$ cat config.mk
export PLATFORM = sky130hd
export DESIGN_NAME = bounded_stack_with_search_core
export DESIGN_NICKNAME = d
export VERILOG_FILES = /design/src/rtl/bss_pkg.sv /design/src/rtl/bss_mem.sv /design/src/rtl/bss_ctrl.sv /design/src/rtl/bounded_stack_with_search_core.sv
export SDC_FILE = /design/constraint.sdc
export NUM_CORES = 2
export LEC_CHECK = 0
export ABC_AREA = 1
export BUFFER_PORTS_ARGS = -buffer_cell sky130_fd_sc_hd__buf_4
export CORE_ASPECT_RATIO = 0.7
export CORE_MARGIN = 2
export CORE_UTILIZATION = 27
export DETAILED_ROUTE_END_ITERATION = 10
export GPL_TIMING_DRIVEN = 0
export PLACE_DENSITY = 0.41
export SYNTH_ARGS = -nofsm -noshare
export SYNTH_HDL_FRONTEND = slang
export SYNTH_HIERARCHICAL = 1
export SYNTH_SLANG_ARGS = --single-unit
$ cat constraint.sdc
create_clock -name aclk -period 5.76 [get_ports aclk]
set_input_delay 0 -clock aclk [delete_from_list [all_inputs] [get_ports aclk]]
set_output_delay 0 -clock aclk [all_outputs]
set_load 0.01 [all_outputs]
$ cat src/rtl/bss_pkg.sv
package bss_pkg;

    localparam int DEPTH   = 64;
    localparam int ADDR_W  = $clog2(DEPTH);
    localparam int CNT_W   = $clog2(DEPTH + 1);
    localparam int WORD_W  = 32;
    localparam int FUNC_W  = 2;
    localparam int STAT_W  = 2;
    localparam int FOUND_W = 6;
    localparam int ECNT_W  = 7;

    typedef enum logic [FUNC_W-1:0] {
        OP_PUSH   = 2'd0,
        OP_POP    = 2'd1,
        OP_SEARCH = 2'd2
    } op_t;

    typedef enum logic [STAT_W-1:0] {
        ST_OK       = 2'd0,
        ST_OVERFLOW = 2'd1,
        ST_EMPTY    = 2'd2,
        ST_NOTFOUND = 2'd3
    } status_t;

    typedef enum logic [1:0] {
        S_IDLE,
        S_POP_RD,
        S_SRCH,
        S_DONE
    } state_t;

    typedef struct packed {
        logic [FUNC_W-1:0]        func;
        logic signed [WORD_W-1:0] data_in;
    } req_t;

    typedef struct packed {
        logic [STAT_W-1:0]        status;
        logic signed [WORD_W-1:0] popped_value;
        logic [FOUND_W-1:0]       found_index;
        logic signed [WORD_W-1:0] top_value;
        logic [ECNT_W-1:0]        entry_count;
    } rsp_t;

    typedef struct packed {
        logic              wr_en;
        logic [ADDR_W-1:0] wr_addr;
        logic [WORD_W-1:0] wr_data;
        logic              rd_en;
        logic [ADDR_W-1:0] rd_addr;
    } mem_req_t;

endpackage

$ cat src/rtl/bss_mem.sv
module bss_mem (
    input  logic                      aclk,
    input  bss_pkg::mem_req_t         mem_req,
    output logic [bss_pkg::WORD_W-1:0] rd_data
);

    logic [bss_pkg::WORD_W-1:0] mem [bss_pkg::DEPTH];
    logic [bss_pkg::WORD_W-1:0] rd_data_reg;

    always_ff @(posedge aclk) begin
        if (mem_req.wr_en) begin
            mem[mem_req.wr_addr] <= mem_req.wr_data;
        end
        if (mem_req.rd_en) begin
            rd_data_reg <= mem[mem_req.rd_addr];
        end
    end

    assign rd_data = rd_data_reg;

endmodule

$ cat src/rtl/bss_ctrl.sv
module bss_ctrl (
    input  logic                       aclk,
    input  logic                       aresetn,
    input  logic                       req_valid,
    output logic                       req_ready,
    input  bss_pkg::req_t              req,
    output logic                       rsp_valid,
    input  logic                       rsp_ready,
    output bss_pkg::rsp_t              rsp,
    output bss_pkg::mem_req_t          mem_req,
    input  logic [bss_pkg::WORD_W-1:0] mem_rd_data
);

    bss_pkg::state_t             state_reg,  state_next;
    logic [bss_pkg::CNT_W-1:0]   count_reg,  count_next;
    logic [bss_pkg::WORD_W-1:0]  top_reg,    top_next;
    logic [bss_pkg::WORD_W-1:0]  key_reg,    key_next;
    logic [bss_pkg::ADDR_W-1:0]  idx_reg,    idx_next;
    bss_pkg::status_t            status_reg, status_next;
    logic [bss_pkg::WORD_W-1:0]  popped_reg, popped_next;
    logic [bss_pkg::ADDR_W-1:0]  found_reg,  found_next;

    always_ff @(posedge aclk) begin
        if (!aresetn) begin
            state_reg <= bss_pkg::S_IDLE;
            count_reg <= '0;
            top_reg   <= '0;
        end else begin
            state_reg <= state_next;
            count_reg <= count_next;
            top_reg   <= top_next;
        end
        key_reg    <= key_next;
        idx_reg    <= idx_next;
        status_reg <= status_next;
        popped_reg <= popped_next;
        found_reg  <= found_next;
    end

    always_comb begin
        state_next  = state_reg;
        count_next  = count_reg;
        top_next    = top_reg;
        key_next    = key_reg;
        idx_next    = idx_reg;
        status_next = status_reg;
        popped_next = popped_reg;
        found_next  = found_reg;
        mem_req     = '0;
        req_ready   = (state_reg == bss_pkg::S_IDLE);
        rsp_valid   = 1'b0;

        case (state_reg)
            bss_pkg::S_IDLE: begin
                if (req_valid) begin
                    status_next = bss_pkg::ST_OK;
                    popped_next = '0;
                    found_next  = '0;
                    state_next  = bss_pkg::S_DONE;
                    case (req.func)
                        bss_pkg::OP_PUSH: begin
                            if (count_reg == bss_pkg::CNT_W'(bss_pkg::DEPTH)) begin
                                status_next = bss_pkg::ST_OVERFLOW;
                            end else begin
                                mem_req.wr_en   = 1'b1;
                                mem_req.wr_addr = count_reg[bss_pkg::ADDR_W-1:0];
                                mem_req.wr_data = req.data_in;
                                top_next        = req.data_in;
                                count_next      = count_reg + 1'b1;
                            end
                        end
                        bss_pkg::OP_POP: begin
                            if (count_reg == '0) begin
                                status_next = bss_pkg::ST_EMPTY;
                            end else begin
                                popped_next = top_reg;
                                count_next  = count_reg - 1'b1;
                                if (count_reg == bss_pkg::CNT_W'(1)) begin
                                    top_next = '0;
                                end else begin
                                    // fetch the entry that becomes the new top
                                    mem_req.rd_en   = 1'b1;
                                    mem_req.rd_addr =
                                        bss_pkg::ADDR_W'(count_reg - bss_pkg::CNT_W'(2));
                                    state_next      = bss_pkg::S_POP_RD;
                                end
                            end
                        end
                        bss_pkg::OP_SEARCH: begin
                            key_next = req.data_in;
                            if (count_reg == '0) begin
                                status_next = bss_pkg::ST_NOTFOUND;
                            end else begin
                                idx_next        = bss_pkg::ADDR_W'(count_reg - 1'b1);
                                mem_req.rd_en   = 1'b1;
                                mem_req.rd_addr = bss_pkg::ADDR_W'(count_reg - 1'b1);
                                state_next      = bss_pkg::S_SRCH;
                            end
                        end
                        default: begin
                            status_next = bss_pkg::ST_OK;
                        end
                    endcase
                end
            end
            bss_pkg::S_POP_RD: begin
                top_next   = mem_rd_data;
                state_next = bss_pkg::S_DONE;
            end
            bss_pkg::S_SRCH: begin
                // compare the entry at idx_reg, fetch the one below meanwhile
                if (mem_rd_data == key_reg) begin
                    found_next  = idx_reg;
                    status_next = bss_pkg::ST_OK;
                    state_next  = bss_pkg::S_DONE;
                end else if (idx_reg == '0) begin
                    status_next = bss_pkg::ST_NOTFOUND;
                    state_next  = bss_pkg::S_DONE;
                end else begin
                    idx_next        = idx_reg - 1'b1;
                    mem_req.rd_en   = 1'b1;
                    mem_req.rd_addr = idx_reg - 1'b1;
                end
            end
            bss_pkg::S_DONE: begin
                rsp_valid = 1'b1;
                if (rsp_ready) begin
                    state_next = bss_pkg::S_IDLE;
                end
            end
            default: begin
                state_next = bss_pkg::S_IDLE;
            end
        endcase
    end

    always_comb begin
        rsp.status       = status_reg;
        rsp.popped_value = popped_reg;
        rsp.found_index  = bss_pkg::FOUND_W'(found_reg);
        rsp.top_value    = top_reg;
        rsp.entry_count  = bss_pkg::ECNT_W'(count_reg);
    end

endmodule

$ cat src/rtl/bounded_stack_with_search_core.sv
// Bounded LIFO stack of signed 32-bit words with a top-down search.
// Input channel (s_valid/s_ready/s_data): one request per item, a push,
// a pop or a search of s_data.data_in. Result channel (m_valid/m_ready/
// m_data): exactly one result per request, in request order, carrying the
// status, the popped value, the found index, the top entry and the count.
// The block handles one request at a time; s_ready is high only while the
// sequencer is idle, and it may take the next request while the previous
// result still sits in the output register.
// Path to m_valid: a push, a pop that leaves the stack empty, a pop or
// search of an empty stack and the unused code go straight to the result;
// other pops first do one memory read for the new top; a search examines
// entries from the top (one compare per cycle on the single memory read
// port) until a match or the bottom entry. The next request can be taken
// once the previous result has moved into the output register.
// Reset (aresetn low, synchronous) empties the stack and drops any
// pending result; memory contents are not cleared.
// When the receiver stalls, the result holds in the output register and
// the sequencer holds its next result until the register frees up.
module bounded_stack_with_search_core (
    input  logic          aclk,
    input  logic          aresetn,
    input  logic          s_valid,
    output logic          s_ready,
    input  bss_pkg::req_t s_data,
    output logic          m_valid,
    input  logic          m_ready,
    output bss_pkg::rsp_t m_data
);

    bss_pkg::mem_req_t          mem_req;
    logic [bss_pkg::WORD_W-1:0] mem_rd_data;
    logic                       rsp_valid;
    logic                       out_free;
    bss_pkg::rsp_t              rsp;

    logic                       m_valid_reg;
    bss_pkg::rsp_t              m_data_reg;

    // Entry storage: one write and one registered read per cycle.
    bss_mem u_mem (
        .aclk    (aclk),
        .mem_req (mem_req),
        .rd_data (mem_rd_data)
    );

    // Sequencer: owns the count and top registers and the shared compare.
    bss_ctrl u_ctrl (
        .aclk        (aclk),
        .aresetn     (aresetn),
        .req_valid   (s_valid),
        .req_ready   (s_ready),
        .req         (s_data),
        .rsp_valid   (rsp_valid),
        .rsp_ready   (out_free),
        .rsp         (rsp),
        .mem_req     (mem_req),
        .mem_rd_data (mem_rd_data)
    );

    // Output register is free when empty or being drained this cycle.
    assign out_free = !m_valid_reg || m_ready;

    always_ff @(posedge aclk) begin
        if (!aresetn) begin
            m_valid_reg <= 1'b0;
        end else if (rsp_valid && out_free) begin
            m_valid_reg <= 1'b1;
        end else if (m_ready) begin
            m_valid_reg <= 1'b0;
        end
    end

    // Load the payload alongside valid; hold it while the receiver stalls.
    always_ff @(posedge aclk) begin
        if (rsp_valid && out_free) begin
            m_data_reg <= rsp;
        end
    end

    assign m_valid = m_valid_reg;
    assign m_data  = m_data_reg;

endmodule

==> results.toml <==
[setup_path]
crit_type = "flop to flop"
endpoint = "u_mem/rd_data[11]"
reg2reg_to = "u_mem/rd_data[11]"
regToRegStartpoint = "u_ctrl/count_reg[0]"
crit_arrival_ns = 6.46
start_kind = "flop"
critPathLaunch = "u_ctrl/count_reg[0]"
rrSetupSlack_ns = -0.07
crit_fanout = 10
end_kind = "flop"
reg2regPathDepth = 17
cp.required_ns = 6.39

[detailed_routing]
finalWirelength_um = 418000
final_antenna_net_count = 0
dr.pass1.iters = 6
route.vias.total = 67900
viasPerCell = 5.24
wire_per_inst_um = 32.3
drtIter0Drc = 11300
drc = 0

[final_layout]
stdcell_count = 13000
layout_common_cells = "2402 x nand2_1, 2237 x edfxtp_1, 1923 x nand3_1, 277 x buf_2, 238 x buf_4"
largest_reg_flops = 2048
final_common_cell = "nand2_1"
area_delta_synth_final_pct = 21.2
postLayoutCoreUtil_pct = 33.0
postLayoutCellArea_um2 = 111000
nets = 8329
drive_above_1_share_pct = 13.7

[clock_tree]
clock_latency_ns = 0.90
cts_tree = "done"
cts_max_level = 4
cts_buffer_depth = 4
clock-sinks = 2279
clk_pin_slew_worst_paths_ns = 0.07
cts-root-buf = "clkbuf_16"
numCtsBuffers = 224

[synth]
yosys_warnings = 6
synth_seq_cells = 2279
ys_seq_area_share_pct = 74.2
syn_area_per_cell_um2 = 12.1
netlist_area_um2 = 91700
yosys.cell_types.count = 38
netlist_instances = 7604
syn_nets = 7659

[sta]
relSlewSlack_pct = 3.20
setup_violations = 8
period_share_pct = 101
tightestPinTransition_ns = 1.44
min_period_ns = 5.83
slew_viol_final = 0
timing.hold.ws_ns = 0.0339
fmax_mhz = 172
finalHoldViolCount = 0
rsz0062_at_grt = "true"
setup_ws_ns = -0.0700
finalClockSkew_ns = 0.0390

[placed_design]
portBuffers = 118
dp_cells = 12500
post_dp_cell_area_um2 = 103000
place.gp.congestion = 0.982
hpwl_um = 305000

[global_routing]
grt_pass1_wl_um = 553000
grt_pass1_vias = 61500
track_usage_pct = 23.6
antenna_found_initial = 30
grt_start_max_net_pins = 37
grt.overflow.total = 0

[pwr]
leakagePower_nw = 39.4
pwr_density_cell_nw_per_um2 = 471
peakVddDrop_mv = 0.353
p_total_mw = 52.3

[die]
io_pins = 119
core_um2 = 337000
die_x_um = 700
dieArea_um2 = 344000
start_util_pct = 27.2
rows = 178
die_y_um = 491

[flow_run]
drv_cap = 0

[status]
failed_checks = "setup timing"
status = "finished, violations left"

[min_path]
min_path_type = "primary input to flop"
## power by group
| part | switching [mW] | total (mW) | internal, mW |
|---|---|---|---|
| clock | 6.61 | 14.7 | 8.10 |
| combinational | 14.8 | 18.5 | 3.76 |
| sequential | 0.233 | 19.1 | 18.9 |
| total | 21.6 | 52.3 | 30.7 |
## through the flow
step                      setup slack (ns)  setup TNS (ns)
after CTS                           0.0250               0
after global placement              -10.19               -
after global routing               -0.0654         -0.0654
after floorplan                     0.0721               0
final                              -0.0700          -0.279
after detailed placement            -0.472          -18.54
## cells in the mapped netlist, drive strengths merged
library cell,n,share of area (%)
nand2,2407,9.9
edfxtp,2237,73
nand3,1935,11
buf,387,2.2
nor2,177,0.74
inv,139,0.57
clkbuf,90,0.37
o21ai,46,0.26
a21oi,42,0.24
dfxtp,42,0.92
xnor2,26,0.25
ha,17,0.23
nand4,13,0.089
o22ai,11,0.075
a22oi,10,0.082
nor4,8,0.055
xor2,7,0.067
nor3,3,0.022
mux2i,2,0.022
a211oi,1,0.0082
a21boi,1,0.0082
clkinv,1,0.0041
o32ai,1,0.0096
or2,1,0.0068
## worst min-delay path by stage
stage / from / to / slack, ns / cells after the start
finish: s_data[28] / u_ctrl/top_reg[28] / 0.03 / 6
global route: s_data[20] / u_ctrl/top_reg[20] / 0.04 / 6
detailed placement: s_data[17] / u_ctrl/key_reg[17] / 0.19 / 1
global placement: s_data[17] / u_ctrl/key_reg[17] / 0.19 / 1
CTS: s_data[5] / u_ctrl/top_reg[5] / 0.009 / 6
floorplan: s_data[0] / u_ctrl/key_reg[0] / 0.1 / 0
## final cells by class
class / count / area (um^2)
diodes: 12 / 30.0
flip-flops and latches: 2279 / 68000
fillers: 33600 / 226000
multi-input cells: 4708 / 21500
clock inverters: 121 / 1060
repair buffers: 445 / 5910
plain buffers: 476 / 2480
clock buffers: 280 / 5900
inverters: 140 / 529
well taps: 4500 / 5630
## cells by family after synthesis
kind of cell    count (synthesis)  share of synthesized area, %
simple gates                 4544                          21.4
flops                        2279                          74.2
buf+inv                       617                          3.19
compound gates                112                         0.684
xor+xnor                       33                         0.315
fa+ha+maj                      17                         0.232
mux                             2                        0.0218
## metal layers
| layer | vias up | global-route usage (%) | part of all wire, % |
|---|---|---|---|
| met5 | - | 0.583 | 0.10 |
| met4 | 14 | 5.78 | 2.7 |
| met3 | 519 | 7.83 | 13 |
| met2 | 4041 | 31.0 | 38 |
| met1 | 35000 | 36.4 | 46 |
| li1 | 28300 | - | - |
## timing repair
action / CTS / global route
hold endpoints to repair: 2090 / 0
gates resized for setup: 19 / 52
pin swaps: 12 / 0
endpoints found under the setup margin: 241 / 28
hold buffers: 74 / 0
setup buffers: 15 / 0
gates cloned: 0 / 0
## critical path: stages, from the launching register on
cell and delay [ns]:
dfxtp_1 0.47, inv_1 0.31, ha_1 0.25, nand2_2 0.08
nor2_2 0.23, nor2_1 0.09, o21ai_1 0.31, o22ai_1 0.15
nand2_1 0.08, o21ai_0 0.50, inv_1 0.26, buf_2 0.73
clkbuf_1 0.62, nand3_1 0.24, nand3_1 0.54, nand2_1 0.37
nand2_1 0.16, nand2_1 0.12
Power figures use the tool's default switching activity.
